<file path="src/design/lpm_pkg.sv">
// shared types, constants and helpers for the longest prefix match router core
// no dependencies
package lpm_pkg;

   localparam int ADDR_W   = 32;
   localparam int LEN_W    = 6;
   localparam int IFACE_W  = 4;
   localparam int TTL_W    = 8;
   localparam int STATUS_W = 3;

   localparam logic [LEN_W-1:0] MAX_LEN = LEN_W'(ADDR_W);

   typedef enum logic [0:0] {
      OP_ADD   = 1'b0,
      OP_ROUTE = 1'b1
   } op_type;

   typedef enum logic [STATUS_W-1:0] {
      ST_FORWARDED   = 3'd0,
      ST_NO_ROUTE    = 3'd1,
      ST_TTL_EXPIRED = 3'd2,
      ST_ADDED       = 3'd3,
      ST_FULL        = 3'd4
   } status_type;

   // per-route data read once the winner is known
   typedef struct packed {
      logic               has_next_hop;
      logic [ADDR_W-1:0]  gateway;
      logic [IFACE_W-1:0] iface;
   } route_data_type;

   // word fields that ride alongside the lookup
   typedef struct packed {
      op_type            op;
      status_type        add_status;
      logic [ADDR_W-1:0] dest;
      logic [TTL_W-1:0]  ttl;
   } side_type;

   function automatic logic [LEN_W-1:0] sat_len(input logic [LEN_W-1:0] len);
      return (len > MAX_LEN) ? MAX_LEN : len;
   endfunction

   // high len bits set, zero length gives an empty mask
   function automatic logic [ADDR_W-1:0] prefix_mask(input logic [LEN_W-1:0] len);
      return ~({ADDR_W{1'b1}} >> len);
   endfunction

endpackage

</file>
<file path="src/design/lpm_table.sv">
// route storage with one prefix compare cell per entry and a registered data read
// depends on lpm_pkg
module lpm_table #(
   parameter int  TABLE_DEPTH = 32,
   localparam int IDX_W = (TABLE_DEPTH > 1) ? $clog2(TABLE_DEPTH) : 1,
   localparam int CNT_W = $clog2(TABLE_DEPTH + 1)
) (
   input  logic                         clock,
   input  logic                         reset,
   input  logic                         wr_en,
   input  logic [lpm_pkg::ADDR_W-1:0]   wr_prefix,
   input  logic [lpm_pkg::LEN_W-1:0]    wr_len,
   input  lpm_pkg::route_data_type      wr_data,
   input  logic [lpm_pkg::ADDR_W-1:0]   look_addr,
   output logic [TABLE_DEPTH-1:0]       hit,
   output logic [lpm_pkg::LEN_W-1:0]    hit_len [TABLE_DEPTH],
   output logic                         full,
   input  logic                         rd_en,
   input  logic [IDX_W-1:0]             rd_idx,
   output lpm_pkg::route_data_type      rd_data
);
   import lpm_pkg::*;

   logic [ADDR_W-1:0] prefix_mem [TABLE_DEPTH];
   logic [ADDR_W-1:0] mask_mem   [TABLE_DEPTH];
   logic [LEN_W-1:0]  len_mem    [TABLE_DEPTH];
   route_data_type    data_mem   [TABLE_DEPTH];
   logic [CNT_W-1:0]  count_ff;
   route_data_type    rd_data_ff;

   assign full    = (count_ff == CNT_W'(TABLE_DEPTH));
   assign rd_data = rd_data_ff;

   always_ff @(posedge clock) begin
      if (reset) begin
         count_ff <= '0;
      end else if (wr_en) begin
         count_ff <= count_ff + 1'b1;
      end
   end

   // routes fill slots in arrival order and are never overwritten
   always_ff @(posedge clock) begin
      if (wr_en) begin
         prefix_mem[count_ff[IDX_W-1:0]] <= wr_prefix;
         len_mem[count_ff[IDX_W-1:0]]    <= sat_len(wr_len);
         mask_mem[count_ff[IDX_W-1:0]]   <= prefix_mask(sat_len(wr_len));
         data_mem[count_ff[IDX_W-1:0]]   <= wr_data;
      end
   end

   always_ff @(posedge clock) begin
      if (rd_en) begin
         rd_data_ff <= data_mem[rd_idx];
      end
   end

   always_comb begin
      for (int i = 0; i < TABLE_DEPTH; i++) begin
         hit[i]     = (CNT_W'(i) < count_ff) &&
                      (((prefix_mem[i] ^ look_addr) & mask_mem[i]) == '0);
         hit_len[i] = len_mem[i];
      end
   end

   a_count_bound: assert property (@(posedge clock) disable iff (reset)
      count_ff <= CNT_W'(TABLE_DEPTH))
      else $error("route count above table depth");

   a_no_write_full: assert property (@(posedge clock) disable iff (reset)
      wr_en |-> !full)
      else $error("write into a full table");

   a_count_step: assert property (@(posedge clock) disable iff (reset)
      wr_en |=> count_ff == CNT_W'($past(count_ff) + 1'b1))
      else $error("route count did not advance on a write");

endmodule

</file>
<file path="src/design/lpm_select.sv">
// registered reduction tree picking the longest hit, earliest slot on a tie
// depends on lpm_pkg
module lpm_select #(
   parameter int  TABLE_DEPTH = 32,
   localparam int IDX_W = (TABLE_DEPTH > 1) ? $clog2(TABLE_DEPTH) : 1
) (
   input  logic                      clock,
   input  logic                      en,
   input  logic [TABLE_DEPTH-1:0]    hit,
   input  logic [lpm_pkg::LEN_W-1:0] hit_len [TABLE_DEPTH],
   output logic                      win_hit,
   output logic [IDX_W-1:0]          win_idx
);
   import lpm_pkg::*;

   localparam int LVL    = $clog2(TABLE_DEPTH);
   localparam int LEAF_N = 1 << LVL;
   localparam int NODE_N = 2 * LEAF_N - 1;

   typedef struct packed {
      logic             hit;
      logic [LEN_W-1:0] len;
      logic [IDX_W-1:0] idx;
   } node_type;

   node_type leaf_in [LEAF_N];
   node_type node_ff [NODE_N];

   // left child always holds the lower slots, so it keeps ties
   function automatic node_type pick(input node_type l, input node_type r);
      return (r.hit && (!l.hit || (r.len > l.len))) ? r : l;
   endfunction

   for (genvar g = 0; g < LEAF_N; g++) begin : g_leaf
      if (g < TABLE_DEPTH) begin : g_real
         assign leaf_in[g] = '{hit: hit[g], len: hit_len[g], idx: IDX_W'(g)};
      end else begin : g_pad
         assign leaf_in[g] = '{hit: 1'b0, len: '0, idx: IDX_W'(g)};
      end
   end

   // heap layout: root at 0, leaves at the top, one tree level per stage
   always_ff @(posedge clock) begin
      if (en) begin
         for (int i = 0; i < LEAF_N; i++) begin
            node_ff[LEAF_N - 1 + i] <= leaf_in[i];
         end
         for (int j = 0; j < LEAF_N - 1; j++) begin
            node_ff[j] <= pick(node_ff[2 * j + 1], node_ff[2 * j + 2]);
         end
      end
   end

   assign win_hit = node_ff[0].hit;
   assign win_idx = node_ff[0].idx;

endmodule

</file>
<file path="src/design/longest_prefix_match_router_core.sv">
// top level of the ipv4 longest prefix match router core
// depends on lpm_pkg, lpm_table and lpm_select
//
// The core takes one word per clock and returns one result word per input word, in
// order. An add word stores a route in the next free slot and answers route added, or
// table full once TABLE_DEPTH routes are held. A route word is compared against every
// stored route at once, one compare cell per slot, and the winner is found by a binary
// tree with a register on every level. A word passes the input register, the compare
// cells, the tree leaf register, the tree levels, the route data read and the output
// register. The whole pipeline moves on one enable, so rsp_stall holds every stage
// while an output word is valid and shows up on req_stall in the same cycle; nothing
// else ever stalls the input. An add becomes visible to the very next word, and a
// route word never sees routes added after it.
module longest_prefix_match_router_core #(
   parameter int TABLE_DEPTH = 32
) (
   input  logic                         clock,
   input  logic                         reset,
   input  logic                         req_valid,
   output logic                         req_stall,
   input  logic                         req_operation,
   input  logic [lpm_pkg::ADDR_W-1:0]   req_route_prefix,
   input  logic [lpm_pkg::LEN_W-1:0]    req_prefix_length,
   input  logic                         req_has_next_hop,
   input  logic [lpm_pkg::ADDR_W-1:0]   req_gateway_addr,
   input  logic [lpm_pkg::IFACE_W-1:0]  req_iface_index,
   input  logic [lpm_pkg::ADDR_W-1:0]   req_dest_addr,
   input  logic [lpm_pkg::TTL_W-1:0]    req_ttl_in,
   output logic                         rsp_valid,
   input  logic                         rsp_stall,
   output logic [lpm_pkg::STATUS_W-1:0] rsp_status,
   output logic [lpm_pkg::IFACE_W-1:0]  rsp_out_iface,
   output logic [lpm_pkg::ADDR_W-1:0]   rsp_hop_addr,
   output logic [lpm_pkg::TTL_W-1:0]    rsp_ttl_out
);
   import lpm_pkg::*;

   localparam int LVL    = $clog2(TABLE_DEPTH);
   localparam int IDX_W  = (TABLE_DEPTH > 1) ? $clog2(TABLE_DEPTH) : 1;
   // input register, tree leaves, tree levels, data read
   localparam int SIDE_N = LVL + 3;

   // pipeline control
   logic pipe_en;
   logic req_accept;
   logic table_full;
   logic wr_en;
   op_type req_op;

   // sideband that travels with each word
   side_type          side_in;
   side_type          side_ff [SIDE_N];
   logic [SIDE_N-1:0] side_vld_ff;
   side_type          tail;

   // lookup datapath
   logic [TABLE_DEPTH-1:0] hit;
   logic [LEN_W-1:0]       hit_len [TABLE_DEPTH];
   logic                   win_hit;
   logic [IDX_W-1:0]       win_idx;
   logic                   hit_ff;
   route_data_type         rd_data;
   route_data_type         wr_data;

   // result word
   status_type         status_in;
   logic [IFACE_W-1:0] iface_in;
   logic [ADDR_W-1:0]  hop_in;
   logic [TTL_W-1:0]   ttl_in;
   logic               rsp_valid_ff;
   status_type         rsp_status_ff;
   logic [IFACE_W-1:0] rsp_out_iface_ff;
   logic [ADDR_W-1:0]  rsp_hop_addr_ff;
   logic [TTL_W-1:0]   rsp_ttl_out_ff;

   // one enable for every stage: advance unless the output word is held
   assign pipe_en    = !rsp_valid_ff || !rsp_stall;
   assign req_stall  = !pipe_en;
   assign req_accept = req_valid && pipe_en;
   assign req_op     = op_type'(req_operation);

   // table writes happen as the add word is taken, unless the table is full
   assign wr_en   = req_accept && (req_op == OP_ADD) && !table_full;
   assign wr_data = '{has_next_hop: req_has_next_hop,
                      gateway:      req_gateway_addr,
                      iface:        req_iface_index};

   // add status is settled at the input since the count is known there
   assign side_in = '{op:         req_op,
                      add_status: table_full ? ST_FULL : ST_ADDED,
                      dest:       req_dest_addr,
                      ttl:        req_ttl_in};

   always_ff @(posedge clock) begin
      if (reset) begin
         side_vld_ff <= '0;
      end else if (pipe_en) begin
         side_vld_ff <= {side_vld_ff[SIDE_N-2:0], req_accept};
      end
   end

   always_ff @(posedge clock) begin
      if (pipe_en) begin
         side_ff[0] <= side_in;
         for (int k = 1; k < SIDE_N; k++) begin
            side_ff[k] <= side_ff[k-1];
         end
      end
   end

   // compare cells look at the registered destination
   lpm_table #(
      .TABLE_DEPTH (TABLE_DEPTH)
   ) u_table (
      .clock     (clock),
      .reset     (reset),
      .wr_en     (wr_en),
      .wr_prefix (req_route_prefix),
      .wr_len    (req_prefix_length),
      .wr_data   (wr_data),
      .look_addr (side_ff[0].dest),
      .hit       (hit),
      .hit_len   (hit_len),
      .full      (table_full),
      .rd_en     (pipe_en),
      .rd_idx    (win_idx),
      .rd_data   (rd_data)
   );

   lpm_select #(
      .TABLE_DEPTH (TABLE_DEPTH)
   ) u_select (
      .clock   (clock),
      .en      (pipe_en),
      .hit     (hit),
      .hit_len (hit_len),
      .win_hit (win_hit),
      .win_idx (win_idx)
   );

   // hit flag lines up with the route data read
   always_ff @(posedge clock) begin
      if (pipe_en) begin
         hit_ff <= win_hit;
      end
   end

   assign tail = side_ff[SIDE_N-1];

   // no route is checked before ttl, non-forwarded words carry zeros
   always_comb begin
      status_in = ST_NO_ROUTE;
      iface_in  = '0;
      hop_in    = '0;
      ttl_in    = '0;
      case (tail.op)
         OP_ADD: begin
            status_in = tail.add_status;
         end
         OP_ROUTE: begin
            if (!hit_ff) begin
               status_in = ST_NO_ROUTE;
            end else if (tail.ttl <= TTL_W'(1)) begin
               status_in = ST_TTL_EXPIRED;
            end else begin
               status_in = ST_FORWARDED;
               iface_in  = rd_data.iface;
               hop_in    = rd_data.has_next_hop ? rd_data.gateway : tail.dest;
               ttl_in    = tail.ttl - TTL_W'(1);
            end
         end
         default: begin
            status_in = ST_NO_ROUTE;
         end
      endcase
   end

   // output register
   always_ff @(posedge clock) begin
      if (reset) begin
         rsp_valid_ff <= 1'b0;
      end else if (pipe_en) begin
         rsp_valid_ff <= side_vld_ff[SIDE_N-1];
      end
   end

   always_ff @(posedge clock) begin
      if (pipe_en) begin
         rsp_status_ff    <= status_in;
         rsp_out_iface_ff <= iface_in;
         rsp_hop_addr_ff  <= hop_in;
         rsp_ttl_out_ff   <= ttl_in;
      end
   end

   assign rsp_valid     = rsp_valid_ff;
   assign rsp_status    = rsp_status_ff;
   assign rsp_out_iface = rsp_out_iface_ff;
   assign rsp_hop_addr  = rsp_hop_addr_ff;
   assign rsp_ttl_out   = rsp_ttl_out_ff;

   // a forwarded word always had ttl of two or more
   a_fwd_ttl: assert property (@(posedge clock) disable iff (reset)
      (rsp_valid_ff && (rsp_status_ff == ST_FORWARDED)) |-> (rsp_ttl_out_ff != '0))
      else $error("forwarded word with zero ttl");

   // only forwarded words carry route fields
   a_drop_zero: assert property (@(posedge clock) disable iff (reset)
      (rsp_valid_ff && (rsp_status_ff != ST_FORWARDED)) |->
         ((rsp_out_iface_ff == '0) && (rsp_hop_addr_ff == '0) && (rsp_ttl_out_ff == '0)))
      else $error("non-forwarded word with route fields set");

   // add words never report lookup outcomes
   a_add_status: assert property (@(posedge clock) disable iff (reset)
      (side_vld_ff[SIDE_N-1] && (tail.op == OP_ADD)) |->
         ((status_in == ST_ADDED) || (status_in == ST_FULL)))
      else $error("add word with a lookup status");

endmodule
</file>
<file path="config.mk">
export PLATFORM = sky130hd
export DESIGN_NAME = longest_prefix_match_router_core
export DESIGN_NICKNAME = d
export VERILOG_FILES = /design/src/design/lpm_pkg.sv /design/src/design/lpm_table.sv /design/src/design/lpm_select.sv /design/src/design/longest_prefix_match_router_core.sv
export SDC_FILE = /design/constraint.sdc
export NUM_CORES = 2
export LEC_CHECK = 0
export ABC_AREA = 1
export ABC_CLOCK_PERIOD_IN_PS = 30400
export BUFFER_PORTS_ARGS = -buffer_cell sky130_fd_sc_hd__buf_4
export CORE_MARGIN = 4
export CORE_UTILIZATION = 40
export DETAILED_ROUTE_END_ITERATION = 8
export SETUP_SLACK_MARGIN = 0.15
export SLEW_MARGIN = 10
export SYNTH_ARGS = -nofsm -noshare
export SYNTH_HDL_FRONTEND = slang
export SYNTH_MEMORY_MAX_BITS = 65536
export SYNTH_SLANG_ARGS = --single-unit
</file>
<file path="constraint.sdc">
create_clock -name clock -period 30.4 [get_ports clock]
set_input_delay 4.56 -clock clock [delete_from_list [all_inputs] [get_ports clock]]
set_output_delay 4.56 -clock clock [all_outputs]
set_load 0.02 [all_outputs]
</file>
==> Word-level counts from Yosys, hierarchy flattened <==
Memory sizes are Yosys's and may differ from the RTL's. A register that Yosys moved wholly into a read port is not among the register bits.
Index checks and enable logic that the tools add are counted.
{ "word_totals": {"register_bits": 63, "latch_bits": 0, "ramBits": 4532, "rom_bits": 0, "input_bits": 120, "out_inout_bits": 49, "wordCells": 358, "memories": 6} }
{ "memory_table": {"columns": ["name", "depth", "word_bits", "rd", "rd_clocked_by_memory_dff", "wr", "line", "source"], "rows": [
  ["u_table.data_mem", 32, 37, 1, 1, 1, "lpm_table.sv:27", "route_data_type data_mem [TABLE_DEPTH];"],
  ["u_table.mask_mem", 32, 32, 32, 0, 1, "lpm_table.sv:25", "logic [ADDR_W-1:0] mask_mem [TABLE_DEPTH];"],
  ["u_table.prefix_mem", 32, 32, 32, 0, 1, "lpm_table.sv:24", "logic [ADDR_W-1:0] prefix_mem [TABLE_DEPTH];"],
  ["u_select.node_ff", 63, 12, 63, 0, 63, "lpm_select.sv:27", "node_type node_ff [NODE_N];"],
  ["side_ff", 8, 44, 8, 0, 8, "longest_prefix_match_router_core.sv:52", "side_type side_ff [SIDE_N];"],
  ["u_table.len_mem", 32, 6, 32, 0, 1, "lpm_table.sv:26", "logic [LEN_W-1:0] len_mem [TABLE_DEPTH];"]
]} }
{ "classes": {"add_sub_neg": 2, "mul": 0, "div": 0, "n_lt_le_gt_ge": 65, "eq_ne": 1, "shift": 1, "mux": 41, "bitwise_logic": 68, "reduce_logical": 166} }
{ "ops": {"columns": ["cell", "n"], "rows": [
  ["$and A32 B32 Y32", 32],
  ["$logic_not A32 Y1", 32],
  ["$xor A32 B32 Y32", 32],
  ["$mux W12", 31],
  ["$gt A6 B6 Y1", 31],
  ["$lt A5 B6 Y1 const A", 16],
  ["$logic_and A1 B1 Y1", 66],
  ["$lt A4 B6 Y1 const A", 8],
  ["$logic_not A1 Y1", 35],
  ["$logic_or A1 B1 Y1", 32],
  ["$mux W32", 1],
  ["$not A32 Y32", 1],
  ["$shr A32 B6 Y32 const A", 1],
  ["$lt A3 B6 Y1 const A", 4],
  ["$lt A1 B6 Y1 const A", 2],
  ["$lt A2 B6 Y1 const A", 2],
  ["$le A8 B1 Y1 const B", 1],
  ["$sub A8 B1 Y8 const B", 1],
  ["$add A6 B1 Y6 const B", 1],
  ["$eq A6 B6 Y1 const B", 1],
  ["$gt A6 B6 Y1 const B", 1],
  ["$mux W6", 1],
  ["$pmux W3 S2", 1],
  ["$mux W1", 4],
  ["4 further kinds", 7]
]} }

==> Longest topological paths before layout <==
{ "logic_depth": {"ltp_word": 7, "mapped_depth": 12, "ltp_nobuf": 11} }

==> By module <==
A second synthesis with hierarchy kept.
{ "unflattened": {"cells_unflattened": 14107, "hier_area_um2": 174026.9} }
{ "modules_own_cells": {"columns": ["mod", "n_inst", "cells_each", "area_per_inst_um2", "seq_area_each_um2"], "rows": [
  ["lpm_table", 1, 11374, 137419.3, 103088.9],
  ["lpm_select", 1, 2168, 23712.7, 14774.2],
  ["longest_prefix_match_router_core", 1, 565, 12894.9, 11951.5]
]} }

==> Worst setup path before layout <==
No wires, ideal clock.
{ "synth_path": {"kind": "input -> register", "from": "input rsp_stall", "to": "memory u_table.data_mem[27][0] (netlist bit), enable pin", "setup_ns": 0.701, "arrival_time_ns": 24.053, "t_required_ns": 29.699, "slack_ns": 5.646, "stages": 7, "path_buffers": 0, "cell_sequence": "nand2_2 nand2_1 nor2_1 nand2_4 inv_4 nand2_8 nor3_1"} }
{ "synth_between": {"elab_chain_cells": 7} }
{ "synth_lines": {"columns": ["item", "line", "source"], "rows": [
  ["from (decl)", "longest_prefix_match_router_core.sv:30", "input logic rsp_stall,"],
  ["$logic_not A1 Y1", "longest_prefix_match_router_core.sv:77", "assign pipe_en = !rsp_valid_ff || !rsp_stall;"],
  ["$logic_or A1 B1 Y1", "longest_prefix_match_router_core.sv:77", null],
  ["$logic_and A1 B1 Y1", "longest_prefix_match_router_core.sv:79", "assign req_accept = req_valid && pipe_en;"],
  ["$logic_and A1 B1 Y1 (2 in a row)", "longest_prefix_match_router_core.sv:83", "assign wr_en = req_accept && (req_op == OP_ADD) && !table_full;"],
  ["$mux W1", "lpm_table.sv:44", "if (wr_en) begin"],
  ["$mux W1 (implied by the code)", "lpm_table.sv:48", "data_mem[count_ff[IDX_W-1:0]] <= wr_data;"],
  ["to (decl)", "lpm_table.sv:27", null]
]} }
Every way passes these cells.

==> Worst setup path after layout <==
{ "layout_path": {"from": "input rsp_stall", "to": "output req_stall"} }
{ "layout_between": {"elab_chain_cells": 3} }
{ "layout_lines": {"columns": ["item", "line", "source"], "rows": [
  ["$logic_not A1 Y1", "longest_prefix_match_router_core.sv:77", null],
  ["$logic_or A1 B1 Y1", "longest_prefix_match_router_core.sv:77", null],
  ["$logic_not A1 Y1", "longest_prefix_match_router_core.sv:78", "assign req_stall = !pipe_en;"],
  ["to (decl)", "longest_prefix_match_router_core.sv:20", "output logic req_stall,"]
]} }
Every way passes these cells.

==> results.sh <==
export IMPL_min_period_ns=10.31
export IMPL_path_buf_inv=3
export IMPL_clock_latency_ns=0.99
export IMPL_synth_top_area_share_pct=74.9
export IMPL_synth_async_reset_ratio_pct=0
export IMPL_ys_warn_count=0
export IMPL_dieArea_um2=443000
export IMPL_synthTopCellsByCount="nand2_1 (4457), edfxtp_1 (4313), nand3_1 (2192)"
export IMPL_max_stage_delay_ns=0.41
export IMPL_r2r_end="side_ff[0][78]"
export IMPL_multi_input_comb_area_um2=37100
export IMPL_drt_pass1_iter_count=6
export IMPL_hold_violations=0
export IMPL_drive_gt1_share_pct=10.5
export IMPL_io_buffers=168
export IMPL_cts_clk_slew_worst_paths_ns=0.06
export IMPL_cts_root_buf="clkbuf_16"
export IMPL_core_area_um2=431000
export IMPL_drv_cap=0
export IMPL_ff_latch_area_um2=130000
export IMPL_fmax_mhz=97.0
export IMPL_ys_seq_elements=4328
export IMPL_synth_most_common_cell="nand2_1"
export IMPL_finalWirelength_um=499000
export IMPL_place_area_um2=180000
export IMPL_cts_tree="done"
export IMPL_ios=169
export IMPL_drv_slew=0
export IMPL_layout_nets=14400
export IMPL_syn_nets=14100
export IMPL_outcome="complete, no violations"
export IMPL_hp_start="u_table.len_mem[5][2]"
export IMPL_area_growth_pct=12.3
export IMPL_required_ns=25.84
export IMPL_criticalPathCategory="in -> out"
export IMPL_yosysTopAreaCell="edfxtp_1"
export IMPL_max_slew_margin_pct=19.0
export IMPL_synth_cells=13800
export IMPL_reg2reg_slack_ns=25.10
export IMPL_rsz0062_at_grt="false"
export IMPL_via_count=106000
export IMPL_grt_first_pass_wirelength_um=701000
export IMPL_post_drt_via_cell_ratio=5.26
export IMPL_postCtsHoldBufs=0
export IMPL_power_leakage_nw=73.4
export IMPL_post_cts_resized=0
export IMPL_numCtsBuffers=440
export IMPL_critPathLaunch="rsp_stall"
export IMPL_syn_area_per_cell_um2=12.5
export IMPL_fillerInstances=38300
export IMPL_synth_edf_count=4313
export IMPL_antenna_found_initial=54
export IMPL_drc=0
export IMPL_grt_max_degree=188
export IMPL_ant_nets=0
export IMPL_clock_sinks=4328
export IMPL_holdPathStages=0
export IMPL_final_setup_tns_ns=0
export IMPL_skew_ns=0.0722
export IMPL_cp_slowest_cell="clkinv_1"
export IMPL_whs_endpoint="u_select.node_ff[1][55]"
export IMPL_path_delay_family="buffers and inverters"
export IMPL_routedWlPerCell_um=24.7
export IMPL_ys_flop_type="edfxtp_1"
export IMPL_critPathLaunchType="input pin"
export IMPL_hold_path_class="reg -> reg"
export IMPL_p_int_mw=9.57
export IMPL_crit_chain="buf_4 -> nand2_8 -> clkinv_1 -> buf_4"
export IMPL_die_h_um=665
export IMPL_htree_levels=5
export IMPL_finalCritPeriodShare_pct=33.9
export IMPL_cts_path_max_buffers=4
export IMPL_switchingPower_mw=2.62
export IMPL_synth_area_leaders="edfxtp_1 (75%), nand2_1 (9.7%), nand3_1 (6.3%)"
export IMPL_final_util_pct=45.1
export IMPL_hpwl_um=293000
export IMPL_worstMarginPinSlew_ns=1.21
export IMPL_pwr_share_seq_pct=54.3
export IMPL_synthDistinctLibCells=42
export IMPL_grt_pass1_vias=98200
export IMPL_drt_initial_drc_count=13200
export IMPL_critPathCaptureType="primary output"
export IMPL_seq_area_frac_synth_pct=75.1
export IMPL_powerDensity_nw_per_um2=62.8
export IMPL_overflow=0
export IMPL_die_x_um=665
export IMPL_swShare_pct=21.5
export IMPL_pwr_share_clk_pct=42.3
export IMPL_worstPathArrival_ns=5.75
export IMPL_cp_max_fo=77
export IMPL_irDropWorstVdd_uv=48.1
export IMPL_power_frac_comb_pct=3.4
export IMPL_r2r_cells=6
export IMPL_setup_viol=0
export IMPL_row_count=241
export IMPL_r2r_start="rsp_valid"
export IMPL_crit_path_frequent_cell="buf_4"
export IMPL_cts_setup_buffers=0
export IMPL_syn_cell_area_um2=173000
export IMPL_fin_area_um2=194000
export IMPL_track_usage_pct=21.9
export IMPL_initial_core_util_pct=40.2
export IMPL_place_congestion=0.899
[worst max path at each step]
stage                               to  cells after the start  slack, ns
2_1_floorplan  u_table.data_mem[27][0]                      7       5.65
3_3_place_gp                 req_stall                      4      20.06
3_5_place_dp                 req_stall                      4      20.02
4_1_cts                      req_stall                      4      20.04
5_1_grt                      req_stall                      4      19.94
6_report                     req_stall                      4      20.09
[layout make-up]
cell class,instances,area share (%)
diodes,18,0.0232
multi-input cells,8103,19.1
clock buffers,540,5.95
repair buffers,388,1.58
clock inverters,267,1.06
flip-flops and latches,4328,66.9
well taps,5710,3.68
inverters,866,1.70
[layout by cell type (no fill, tap or decap), types with 79 or more instances in the layout]
| cell type | count |
|---|---|
| a21oi_1 | 95 |
| buf_4 | 376 |
| clkbuf_1 | 90 |
| clkbuf_16 | 446 |
| clkinv_1 | 135 |
| clkinv_2 | 79 |
| edfxtp_1 | 4313 |
| ha_1 | 192 |
| inv_1 | 840 |
| nand2_1 | 4452 |
| nand3_1 | 2191 |
| nor2_1 | 402 |
| o21ai_0 | 85 |
| or2_2 | 453 |
[kinds of logic after synthesis]
family,after synthesis,share of synthesized area [%]
AO/OA/AOI/OAI,249,0.788
AND/OR/NAND/NOR,7656,19.0
buffers and inverters,1364,3.67
adder cells (fa/ha/maj),192,1.39
flip-flops,4328,75.1
XOR/XNOR,6,0.0304
[registers in the layout (all words and copies together) (netlist names), 6 cells and up]
register            count
u_table.len_mem       160
u_table.mask_mem     1024
u_table.rd_data        37
rsp_ttl_out             8
side_vld_ff             8
u_table.data_mem     1184
u_select.node_ff      492
u_table.prefix_mem   1024
side_ff               344
u_table.count_ff        6
rsp_hop_addr           32
[through the flow]
step	std cells	setup WS, ns	power [mW]	hold WS (ns)
global placement	19400	20.06	7.15	0.400
detailed placement	19400	20.02	7.16	0.405
global route	20200	19.94	12.5	0.382
floorplan	13800	5.65	6.91	0.400
finish	20200	20.09	12.2	0.382
CTS	20200	20.04	12.3	0.373
[layer usage]
metal  up-vias  part of all wire, %  wire length (um)  track usage (%)
met3       957                  9.7             48200             4.25
met5         -                0.029               143                0
met2      4732                   45            225000             34.2
li1      48400                    -                 -                -
met1     52200                   41            204000             30.3
met4        22                  4.3             21600             8.60
[power by group through the flow]
stage | Sequential (mW) | Clock [mW] | Combinational [mW]
after floorplan | 6.75 | 0 | 0.165
after global placement | 6.75 | 0 | 0.401
after global routing | 6.63 | 5.48 | 0.431
after detailed placement | 6.75 | 0 | 0.406
final | 6.63 | 5.16 | 0.411
after CTS | 6.63 | 5.23 | 0.407
Note: power is estimated with default switching activity, not from simulation.
